File: config.mk
export PLATFORM = sky130hd
export DESIGN_NAME = voxel_column_scan_fill_top
export DESIGN_NICKNAME = d
export VERILOG_FILES = /design/src/rtl/vcsf_pkg.sv /design/src/rtl/vcsf_scan.sv /design/src/rtl/vcsf_ctrl.sv /design/src/rtl/voxel_column_scan_fill_top.sv
export SDC_FILE = /design/constraint.sdc
export NUM_CORES = 1
export LEC_CHECK = 0
export ABC_AREA = 1
export CAP_MARGIN = 20
export CELL_PAD_IN_SITES_DETAIL_PLACEMENT = 1
export CELL_PAD_IN_SITES_GLOBAL_PLACEMENT = 1
export CORE_MARGIN = 5
export CORE_UTILIZATION = 43
export DETAILED_ROUTE_END_ITERATION = 7
export DONT_BUFFER_PORTS = 1
export HOLD_SLACK_MARGIN = 0.08
export PLACE_DENSITY = 0.82
export RECOVER_POWER = 50
export SYNTH_ARGS = -nofsm -noshare
export SYNTH_HDL_FRONTEND = slang
export SYNTH_HIERARCHICAL = 1
export SYNTH_SLANG_ARGS = --single-unit
File: constraint.sdc
create_clock -name clk_i -period 7.4 [get_ports clk_i]
set_input_delay 0.37 -clock clk_i [delete_from_list [all_inputs] [get_ports clk_i]]
set_output_delay 0.37 -clock clk_i [all_outputs]
set_load 0.01 [all_outputs]
File: src/rtl/vcsf_pkg.sv
// ----------------------------------------------------------------------------
// vcsf_pkg
// Shared types and constants for the voxel column scan fill block.
// ----------------------------------------------------------------------------
package vcsf_pkg;

  localparam int unsigned ColW       = 64;  // width of a column item
  localparam int unsigned CfgW       = 7;   // width of the column length register
  localparam int unsigned MaxColDef  = 64;  // default longest column
  localparam logic [CfgW-1:0] LenRst = 7'd64;

  // Per-voxel scan states
  localparam logic [1:0] ScanOutside  = 2'd0;
  localparam logic [1:0] ScanBoundOut = 2'd1;
  localparam logic [1:0] ScanInside   = 2'd2;
  localparam logic [1:0] ScanBoundIn  = 2'd3;

  // Sequencer to datapath
  typedef struct packed {
    logic load;    // capture a new column
    logic step;    // examine one voxel
    logic fill;    // set the current voxel in the result
    logic finish;  // result is complete, move it out
  } ctrl_t;

  // Datapath to sequencer
  typedef struct packed {
    logic cur_bit;    // surface bit at the current voxel
    logic rest_zero;  // no surface bit at or above the current voxel
  } stat_t;

endpackage

File: src/rtl/vcsf_scan.sv
// ----------------------------------------------------------------------------
// vcsf_scan
// Column datapath: shift register that presents one voxel per cycle with its
// look-ahead test, and the result register that collects the filled voxels.
// ----------------------------------------------------------------------------
module vcsf_scan #(
  parameter int unsigned MAX_COLUMN = vcsf_pkg::MaxColDef,
  parameter int unsigned IdxW       = (MAX_COLUMN > 1) ? $clog2(MAX_COLUMN) : 1,
  parameter int unsigned CntW       = $clog2(MAX_COLUMN + 1)
) (
  input  logic                  clk_i,
  input  vcsf_pkg::ctrl_t       ctrl_i,
  input  logic [CntW-1:0]       len_i,
  input  logic [IdxW-1:0]       idx_i,
  input  logic [MAX_COLUMN-1:0] bits_i,
  output vcsf_pkg::stat_t       stat_o,
  output logic [MAX_COLUMN-1:0] result_o
);
  import vcsf_pkg::*;

  logic [MAX_COLUMN-1:0] mask;
  logic [MAX_COLUMN-1:0] sh_d, sh_q;
  logic [MAX_COLUMN-1:0] res_d, res_q;

  always_comb begin
    for (int i = 0; i < MAX_COLUMN; i++) begin
      mask[i] = (CntW'(i) < len_i);
    end
  end

  always_comb begin
    sh_d  = sh_q;
    res_d = res_q;
    if (ctrl_i.load) begin
      sh_d  = bits_i & mask;
      res_d = bits_i & mask;
    end else if (ctrl_i.step) begin
      // advance to the next voxel; the look-ahead always sees what remains
      sh_d = sh_q >> 1;
      if (ctrl_i.fill) begin
        res_d[idx_i] = 1'b1;
      end
    end
  end

  always_ff @(posedge clk_i) begin
    sh_q  <= sh_d;
    res_q <= res_d;
  end

  assign stat_o.cur_bit   = sh_q[0];
  assign stat_o.rest_zero = (sh_q == '0);
  assign result_o         = res_q;

endmodule

File: src/rtl/vcsf_ctrl.sv
// ----------------------------------------------------------------------------
// vcsf_ctrl
// Sequencer: walks the voxel index over the column and runs the four-state
// boundary scan that decides which voxels to fill.
// ----------------------------------------------------------------------------
module vcsf_ctrl #(
  parameter int unsigned MAX_COLUMN = vcsf_pkg::MaxColDef,
  parameter int unsigned IdxW       = (MAX_COLUMN > 1) ? $clog2(MAX_COLUMN) : 1,
  parameter int unsigned CntW       = $clog2(MAX_COLUMN + 1)
) (
  input  logic            clk_i,
  input  logic            rst_ni,
  input  logic            start_i,
  input  logic [CntW-1:0] len_i,
  input  logic            out_free_i,
  input  vcsf_pkg::stat_t stat_i,
  output logic            busy_o,
  output vcsf_pkg::ctrl_t ctrl_o,
  output logic [IdxW-1:0] idx_o
);
  import vcsf_pkg::*;

  localparam logic SeqIdle = 1'b0;
  localparam logic SeqScan = 1'b1;

  logic            seq_d, seq_q;
  logic [1:0]      scan_d, scan_q;
  logic [CntW-1:0] z_d, z_q;
  logic [CntW-1:0] len_d, len_q;
  logic            at_end;

  assign at_end = (z_q == len_q);

  always_comb begin
    seq_d       = seq_q;
    scan_d      = scan_q;
    z_d         = z_q;
    len_d       = len_q;
    ctrl_o      = '0;
    unique case (seq_q)
      SeqIdle: begin
        if (start_i) begin
          ctrl_o.load = 1'b1;
          seq_d       = SeqScan;
          scan_d      = ScanOutside;
          z_d         = '0;
          len_d       = len_i;
        end
      end
      SeqScan: begin
        if (!at_end) begin
          ctrl_o.step = 1'b1;
          z_d         = z_q + CntW'(1);
          unique case (scan_q)
            ScanOutside: begin
              if (stat_i.cur_bit) scan_d = ScanBoundOut;
            end
            ScanBoundOut: begin
              if (!stat_i.cur_bit) begin
                if (stat_i.rest_zero) begin
                  scan_d = ScanOutside;
                end else begin
                  scan_d      = ScanInside;
                  ctrl_o.fill = 1'b1;
                end
              end
            end
            ScanInside: begin
              if (stat_i.cur_bit) scan_d = ScanBoundIn;
              else ctrl_o.fill = 1'b1;
            end
            default: begin
              if (!stat_i.cur_bit) scan_d = ScanOutside;
            end
          endcase
        end else if (out_free_i) begin
          // hold the result until the output register can take it
          ctrl_o.finish = 1'b1;
          seq_d         = SeqIdle;
        end
      end
      default: seq_d = SeqIdle;
    endcase
  end

  always_ff @(posedge clk_i or negedge rst_ni) begin
    if (!rst_ni) begin
      seq_q  <= SeqIdle;
      scan_q <= ScanOutside;
      z_q    <= '0;
      len_q  <= '0;
    end else begin
      seq_q  <= seq_d;
      scan_q <= scan_d;
      z_q    <= z_d;
      len_q  <= len_d;
    end
  end

  assign busy_o = (seq_q == SeqScan);
  assign idx_o  = z_q[IdxW-1:0];

  assert property (@(posedge clk_i) disable iff (!rst_ni) busy_o |-> (z_q <= len_q))
    else $error("voxel index ran past the column length");
  assert property (@(posedge clk_i) disable iff (!rst_ni) ctrl_o.load |=> busy_o && z_q == '0)
    else $error("scan did not start at voxel zero after load");
  assert property (@(posedge clk_i) disable iff (!rst_ni) ctrl_o.finish |-> out_free_i && at_end)
    else $error("result moved out before scan end or into a full output");
  assert property (@(posedge clk_i) disable iff (!rst_ni) ctrl_o.fill |-> !stat_i.cur_bit)
    else $error("fill issued on a surface voxel");

endmodule

File: src/rtl/voxel_column_scan_fill_top.sv
// ----------------------------------------------------------------------------
// voxel_column_scan_fill_top
// Fills the interior of one column of surface voxels along z.
// ----------------------------------------------------------------------------
// One column item is scanned one voxel per cycle through the shared bit
// examiner after it is accepted, then moved to the output register in a
// write-out step. column_length is capped at MAX_COLUMN, and a zero length
// goes straight to write-out. in_ready_o comes back the cycle after write-out,
// so a new item is accepted only after the previous one is written out. If the
// previous result still waits on out_ready_i when a scan ends, write-out and
// in_ready_o hold until that result is taken. A result waiting in the output
// register overlaps the next scan. Bits at or above the column length are
// ignored and return as zero. Write column_length only while idle.
module voxel_column_scan_fill_top #(
  parameter int unsigned MAX_COLUMN = vcsf_pkg::MaxColDef
) (
  input  logic                      clk_i,
  input  logic                      rst_ni,
  input  logic                      cfg_we_i,
  input  logic [vcsf_pkg::CfgW-1:0] cfg_wdata_i,
  input  logic                      in_valid_i,
  output logic                      in_ready_o,
  input  logic [vcsf_pkg::ColW-1:0] column_bits_i,
  output logic                      out_valid_o,
  input  logic                      out_ready_i,
  output logic [vcsf_pkg::ColW-1:0] filled_bits_o
);
  import vcsf_pkg::*;

  localparam int unsigned IdxW = (MAX_COLUMN > 1) ? $clog2(MAX_COLUMN) : 1;
  localparam int unsigned CntW = $clog2(MAX_COLUMN + 1);

  logic [CfgW-1:0]       len_cfg_q;
  logic [CntW-1:0]       len_sat;
  logic                  busy;
  logic                  start;
  logic                  out_free;
  logic [IdxW-1:0]       idx;
  ctrl_t                 ctrl;
  stat_t                 stat;
  logic [MAX_COLUMN-1:0] result;
  logic                  out_valid_q;
  logic [ColW-1:0]       filled_q;

  always_ff @(posedge clk_i or negedge rst_ni) begin
    if (!rst_ni) begin
      len_cfg_q <= LenRst;
    end else if (cfg_we_i) begin
      len_cfg_q <= cfg_wdata_i;
    end
  end

  // saturate the length to the longest column handled
  assign len_sat = (len_cfg_q > CfgW'(MAX_COLUMN)) ? CntW'(MAX_COLUMN)
                                                  : len_cfg_q[CntW-1:0];

  assign in_ready_o = !busy;
  assign start      = in_valid_i && !busy;
  assign out_free   = !out_valid_q || out_ready_i;

  vcsf_ctrl #(
    .MAX_COLUMN(MAX_COLUMN),
    .IdxW      (IdxW),
    .CntW      (CntW)
  ) u_ctrl (
    .clk_i     (clk_i),
    .rst_ni    (rst_ni),
    .start_i   (start),
    .len_i     (len_sat),
    .out_free_i(out_free),
    .stat_i    (stat),
    .busy_o    (busy),
    .ctrl_o    (ctrl),
    .idx_o     (idx)
  );

  vcsf_scan #(
    .MAX_COLUMN(MAX_COLUMN),
    .IdxW      (IdxW),
    .CntW      (CntW)
  ) u_scan (
    .clk_i   (clk_i),
    .ctrl_i  (ctrl),
    .len_i   (len_sat),
    .idx_i   (idx),
    .bits_i  (column_bits_i[MAX_COLUMN-1:0]),
    .stat_o  (stat),
    .result_o(result)
  );

  always_ff @(posedge clk_i or negedge rst_ni) begin
    if (!rst_ni) begin
      out_valid_q <= 1'b0;
    end else if (ctrl.finish) begin
      out_valid_q <= 1'b1;
    end else if (out_ready_i) begin
      out_valid_q <= 1'b0;
    end
  end

  always_ff @(posedge clk_i) begin
    if (ctrl.finish) begin
      filled_q <= ColW'(result);
    end
  end

  assign out_valid_o   = out_valid_q;
  assign filled_bits_o = filled_q;

endmodule

==> results by group, run 1 <==
Power and ir drop
  – Int Pwr: 0.00288 W
  – Switching share of total power: 34.9%
  – Clock power share: 26.2%
  – P_sw: 0.00155 W
  – Static Leakage: 4.25 nW
  – Comb power frac: 24.5%
  – Flop pwr share: 49.3%
  – PwrDens: 405 nW/um2
  – Worst vdd ir: approximately 180 uV
  – Power, Total: 0.00443 W

GRT
  – Vias in the first global route: between 7000 and 8000
  – GR Overflow Total: 0
  – Largest net degree at the start of global routing: 96
  – First-pass GRT wire length: 45500 um
  – All-Layer GR Usage: 22.8%
  – Initial antenna violation count: 2

Floorplan
  – Initial Util: around 43%
  – Die Ht: approximately 160 um
  – Die W: 161 um
  – Placeable Area: 22500 um2
  – # IOs: 142
  – Die area: 25800 um2
  – FP Rows: 55

Critical path
  – Max stage delay on crit path: 1840 ps
  – Crit Path Class: reg2reg
  – Worst Path Arrival: between 5000 and 6000 ps
  – Flop-to-flop setup slack: 2370 ps
  – Family with the most delay on the worst path: buffers and inverters
  – CP most frequent cell: buf_4
  – Crit path max fanout: 95
  – Critical path cell sequence: nor2_1, inv_1, nor2_4, clkbuf_1, clkinv_1, buf_4, nand2_2, buf_4
  – CP Data Required Time: 7540 ps
  – WP buf/inv: 5
  – Startpoint Class: flip-flop
  – Worst Setup End Kind: flip-flop
  – CP max-delay cell: clkbuf_1

Clock tree
  – Post-CTS sizing: 0
  – Later-pin clock latency in the skew report: 520 ps
  – Clk buf depth: 3
  – Clk pin slew, worst setup/hold paths: about 60 ps
  – CTS tree: yes
  – Total setup buffers inserted after CTS: 0
  – Clock sinks: ~220
  – H-tree levels: 1
  – Total CTS buffers: 24
  – Root Driver: clkbuf_16

Logic synthesis
  – Flop and latch count out of synthesis: around 220
  – Async set-reset flop share out of synthesis: 11.5%
  – Mapped Cells: 957
  – EDFF count, synth: between 150 and 200
  – Top FF cell, synth: edfxtp_1
  – Synth cell types: 37
  – Yosys warnings: 6
  – Post-synthesis average cell area: 10.2 um2
  – Synth top area share: between 50% and 60%
  – Post-synth net total: 1038
  – Synth top area cells: edfxtp_1, nand2_1, dfrtp_1
  – Sequential-to-total area share from yosys stat: 65.4%
  – Netlist area before placement: 9770 um2
  – Post-synth top area cell: edfxtp_1

Timing
  – Slew at the pin with the worst max-slew slack: around 2600 ps
  – Fin crit share: 67.9%
  – Final setup fails: 0
  – Min Tclk post-route: about 5000 ps
  – RSZ-0062 raised after global routing: no
  – Hold Violations, Final: 0
  – Post-Route Setup TNS: 0 ps
  – Slew Limit Fails: 132
  – Rel. slew slack: -72.4%
  – Worst Setup Slack, final: 2370 ps
  – Post-Route Skew: 9.60 ps
  – Fmax: 0.199 GHz

Final layout
  – Area grow syn2layout: 12.0%
  – Ratio of cells with drive above 1 in the final layout: 6.94%
  – Register area: 6390 um2
  – Fill count: about 2400
  – Fin nets: 1059
  – Area taken by multi-input logic gates: 2890 um2

Worst hold path
  – Min-Delay Path Class: in2reg

Run status
  – Status: finished, violations left
  – Failing checks: capacitance limit, slew limit

Placement
  – Placer congestion estimate: 0.835
  – Worst slack, placed: 4020 ps
  – Post-detail-place hpwl: a little over 20000 um
  – # port buffers: 0

Route
  – Post-DRT Antenna Nets: 0
  – WL final: around 30000 um
  – Metal2 WL: 14300 um
  – DRT Pass-1 Iters: 7
  – Met1 Wirelength: 12000 um
  – DRC Markers: 0
  – Post-DR wirelength/cell: 23.7 um
  – Routed vias: 7306
  – Met3 wire len: 2900 um
  – Via density: between 5 and 6
  – Max layer used: met5
  – Initial drt markers: about 870

Job
  – Max-Cap Viols: 3
[flip-flops by register name, indices dropped and copies added (netlist names)]
signal	flops
u_scan/sh_q	64
filled_bits_o	64
u_scan/result_o	64
u_ctrl/z_q	7
len_cfg_q	7
u_ctrl/scan_q	2
out_valid_o	1
u_ctrl/busy_o	1
u_ctrl/len_q	7
[cells in the mapped netlist, types with 4 or more instances]
| cell type | count |
|---|---|
| a21oi_1 | 16 |
| ha_1 | 5 |
| o21ai_0 | 109 |
| buf_2 | 7 |
| nand2_1 | 250 |
| xnor2_1 | 4 |
| edfxtp_1 | 192 |
| nor2_4 | 4 |
| buf_4 | 7 |
| dfrtp_1 | 24 |
| inv_2 | 7 |
| clkbuf_1 | 13 |
| o21ai_1 | 7 |
| nand4_1 | 8 |
| inv_1 | 83 |
| nor2_1 | 105 |
| nand3_1 | 83 |
[power by group through the flow]
stage	logic [W]	registers (W)	clock network (W)
floorplan	0.000771	0.00208	0
global placement	0.000989	0.00217	0
detailed placement	0.00104	0.00219	0
CTS	0.00108	0.00218	0.00118
global route	0.00120	0.00222	0.00124
finish	0.00108	0.00218	0.00116
[area by class of cell]
class | count | area share [%]
Inverter | 90 | 3.09
Clock inverter | 12 | 1.03
Tap cell | 285 | 3.26
Sequential cell | 217 | 58.4
Clock buffer | 30 | 5.89
Multi-Input combinational cell | 622 | 26.4
Timing Repair Buffer | 23 | 1.84
Antenna cell | 1 | 0.0229
[cells in the final DEF (no fill, tap or decap), types with 4 or more instances in the layout]
cell,synthesis,layout
nor2_4,4,5
nor2_1,105,105
dlygate4sd3_1,0,16
clkbuf_1,13,8
nand2_2,3,4
clkbuf_16,0,25
clkinv_2,0,5
inv_2,7,6
a21oi_1,16,16
inv_1,83,83
nand3_1,83,83
nand2_1,250,250
buf_4,7,4
ha_1,5,5
clkinv_1,0,4
xnor2_1,4,4
o21ai_0,109,113
nand4_1,8,8
edfxtp_1,192,192
dfrtp_1,24,24
[logic make-up (layout without fill, tap and decap cells)]
group | Yosys count | in the layout | share of synthesized area, %
DFF | 217 | 217 | 65.4
adders and majority gates | 5 | 5 | 0.640
buffers and inverters | 118 | 155 | 4.97
and+or+nand+nor | 468 | 468 | 20.5
AOI/OAI and AO/OA | 142 | 142 | 7.78
muxes | 1 | 1 | 0.115
other | 0 | 1 | 0
xor gates and xnor gates | 6 | 6 | 0.538
[stage by stage]
step / cells / instance area [um2] / utilization (%) / hold WS [ps]
after detailed placement: 1220 / 10000 / 44.6 / 75.2
after global placement: 1220 / 10000 / 44.6 / 75.4
after CTS: 1279 / 11000 / 48.8 / 86.8
final: 1280 / 10900 / 48.6 / 100
after global routing: 1280 / 10900 / 48.6 / 98.9
after floorplan: 957 / 9770 / - / 74.4
[timing repair]
item | in CTS | in global routing
hold buffers | 17 | 0
endpoints found under the hold margin | 41 | 0
setup endpoints to repair | 0 | 0
[path summary, 6_finish.rpt]
kind | endpoint | cells past startpoint | from
max | u_scan/result_o[48] | 8 | u_ctrl/busy_o
min | u_scan/sh_q[19] | 2 | column_bits_i[19]
max reg2reg | u_scan/result_o[48] | 8 | u_ctrl/busy_o
min reg2reg | filled_bits_o[17] | 0 | u_scan/result_o[17]
max in group asynchronous | u_ctrl/z_q[3] | 2 | rst_ni
min in group asynchronous | u_ctrl/z_q[4] | 2 | rst_ni
[per-layer routing]
metal	GRT usage (%)	vias to the layer above
li1	-	3279
met1	29.7	3573
met2	37.7	386
met3	5.44	66
met4	7.64	2
met5	0	-
[worst reg2reg max path: cells and delay by family, from the launching register on]
family,cells,cell delay [ps]
and+or+nand+nor,3,550
DFF,1,600
buffers and inverters,5,3480
No activity file was read; power rests on OpenSTA's default activity.
==> inputs of run 2 (changes only) <==
==> constraint.sdc (replaced) <==
create_clock -name clk_i -period 4.89 [get_ports clk_i]
set_input_delay 0.2445 -clock clk_i [delete_from_list [all_inputs] [get_ports clk_i]]
set_output_delay 0.2445 -clock clk_i [all_outputs]
set_load 0.01 [all_outputs]
==> run 2 against run 1 <==
  * The flow still finishes with violations (capacitance limit, slew limit)
  * Cell area grew 5.6%
  * Largest cell class unchanged
  * Cell count is 4.5% higher
  * First-iteration DRC count rose by 3.8%
  * Critical path type unchanged
==> results by group, run 2 (synthesis results as in run 1) <==
Route
  – Post-DRT Antenna Nets: 0 (unchanged)
  – Post-DR wirelength/cell: 23.7 um (+0.18%)
  – DRT Pass-1 Iters: 5 (-2)
  – Routed vias: 7732 (+5.8%)
  – Via density: 5.78 (+1.2%)
  – WL final: 31700 um (+4.7%)
  – Initial drt markers: 901 (+3.8%)
  – DRC Markers: 0 (unchanged)

Timing
  – Fmax: 0.248 GHz (+25%)
  – Fin crit share: 82.5% (+15 points)
  – Worst Setup Slack, final: 858 ps (-1520 ps)
  – Rel. slew slack: -18.0% (+54 points)
  – Hold Violations, Final: 0 (unchanged)
  – Min Tclk post-route: 4030 ps (-995 ps)
  – WHS: 143 ps (+43.4 ps)
  – Slew Limit Fails: 21 (-84%)
  – Final setup fails: 0 (unchanged)
  – Slew at the pin with the worst max-slew slack: 1760 ps (-822 ps)
  – Post-Route Skew: 18.2 ps (+8.57 ps)
  – Post-Route Setup TNS: 0 ps (unchanged)
  – RSZ-0062 raised after global routing: no

Critical path
  – Critical path cell sequence: nor2_1, inv_1, nor2_4, clkbuf_1, nand2_4, a21oi_4, inv_1, o21ai_0
  – Max stage delay on crit path: 1080 ps (-760 ps)
  – Worst Path Arrival: 4310 ps (-860 ps)
  – Crit Path Class: reg2reg
  – CP max-delay cell: clkbuf_1
  – CP most frequent cell: inv_1
  – WP buf/inv: 3 (-2)
  – CP Data Required Time: 5170 ps (-2370 ps)
  – Worst Setup End Kind: flip-flop
  – Startpoint Class: flip-flop
  – Family with the most delay on the worst path: buffers and inverters
  – Crit path max fanout: 37 (-61%)

Placement
  – Worst slack, placed: 1300 ps (-2730 ps)
  – # port buffers: 0 (unchanged)
  – Placer congestion estimate: 0.838 (+0.30%)
  – Post-detail-place hpwl: 20400 um (+0.84%)

Final layout
  – Fill count: 2450 (+0.12%)
  – Ratio of cells with drive above 1 in the final layout: 6.65% (-0.29 points)
  – Area grow syn2layout: 18.2%
  – Commonest non-fill, non-tap cell in the layout: nand2_1
  – Fin nets: 1118 (+5.6%)
  – Most frequent cells in the layout: nand2_1, edfxtp_1, o21ai_0
  – # diodes: 0 (-1)
  – Post-layout util: 51.3% (+2.7 points)

Power and ir drop
  – Comb power frac: 25.1% (+0.6 points)
  – Clock power share: 26.8% (+0.6 points)
  – Flop pwr share: 48.1% (-1.2 points)
  – Int Pwr: 0.00445 W (+54%)
  – Power, Total: 0.00685 W (+55%)
  – P_sw: 0.00240 W (+55%)
  – PwrDens: 593 nW/um2 (+47%)
  – Switching share of total power: 35.0% (+0.13 points)
  – Worst vdd ir: 343 uV (+91%)
  – Static Leakage: 4.53 nW (+6.4%)

GRT
  – Largest net degree at the start of global routing: 69 (-28%)
  – First-pass GRT wire length: 48000 um (+5.6%)
  – M3 GR Usage: 5.00% (-0.44 points)
  – Met2 Track Usage GR: 38.6% (+0.88 points)
  – Global route hottest layer: met2
  – Vias in the first global route: 8060 (+6.4%)
  – Met1 Resource Use GR: 31.5% (+1.7 points)
  – All-Layer GR Usage: 24.0% (+1.2 points)
  – Initial antenna violation count: 0 (-2)
  – GR Overflow Total: 0 (unchanged)

Clock tree
  – Clk pin slew, worst setup/hold paths: 70 ps (about the same)
  – Clk buf depth: 3 (unchanged)
  – CTS tree: yes
  – H-tree levels: 1 (unchanged)
  – Total CTS buffers: 24 (unchanged)
  – Root Driver: clkbuf_16
  – Clock sinks: 217 (unchanged)
  – Total setup buffers inserted after CTS: 0 (unchanged)
  – Later-pin clock latency in the skew report: 530 ps (about the same)

Floorplan
  – Initial Util: 43.4% (unchanged)
  – Die W: 161 um (unchanged)
  – Die area: 25800 um2 (unchanged)
  – FP Rows: 55 (unchanged)
  – # IOs: 142 (unchanged)
  – Die Ht: 161 um (unchanged)
  – Placeable Area: 22500 um2 (unchanged)

Job
  – Max-Cap Viols: 1 (-2)

Worst hold path
  – Min-Delay Path Class: in2reg

Run status
  – Failing checks: capacitance limit, slew limit
  – Status: finished, violations left
-- run 2: final timing paths --
path	endpoint	from	cells after the start	slack, ps
max	u_scan/result_o[47]	u_ctrl/busy_o	8	860
min	u_scan/result_o[0]	column_bits_i[0]	2	140
max reg2reg	u_scan/result_o[47]	u_ctrl/busy_o	8	860
min reg2reg	filled_bits_o[42]	u_scan/result_o[42]	0	440
max in group asynchronous	out_valid_o	rst_ni	2	3490
min in group asynchronous	u_ctrl/len_q[4]	rst_ni	2	580
-- run 2: power by group through the flow --
| stage | clock [W] | combinational (W) | sequential, W |
|---|---|---|---|
| after global routing | 0.00195 | 0.00188 | 0.00334 |
| after detailed placement | 0 | 0.00159 | 0.00330 |
| after floorplan | 0 | 0.00117 | 0.00314 |
| after CTS | 0.00185 | 0.00168 | 0.00327 |
| after global placement | 0 | 0.00151 | 0.00327 |
| final | 0.00184 | 0.00172 | 0.00329 |
-- run 2: metal layers --
layer	vias up	routed length (um)
met5	-	0
met4	0	1420
met3	92	2750
met2	432	15000
met1	3807	12600
li1	3401	-
-- run 2: layout make-up --
cell class / instances / area (um2) / share of cell area (%)
Multi-Input combinational cell: 622 / 2870 / 24.9
Sequential cell: 217 / 6390 / 55.4
Inverter: 90 / 338 / 2.93
Clock inverter: 14 / 154 / 1.33
Clock buffer: 28 / 637 / 5.52
Timing Repair Buffer: 82 / 795 / 6.88
Tap cell: 285 / 357 / 3.09
-- run 2: metrics by stage --
step,cells,cell area (um2)
floorplan,957,9770
global placement,1221,10000
detailed placement,1221,10000
CTS,1337,11600
global route,1338,11500
finish,1338,11500
-- run 2: timing repair --
action	in CTS	in global routing
hold buffers	74	0
endpoints found under the hold margin	156	0
gates resized for setup	0	0
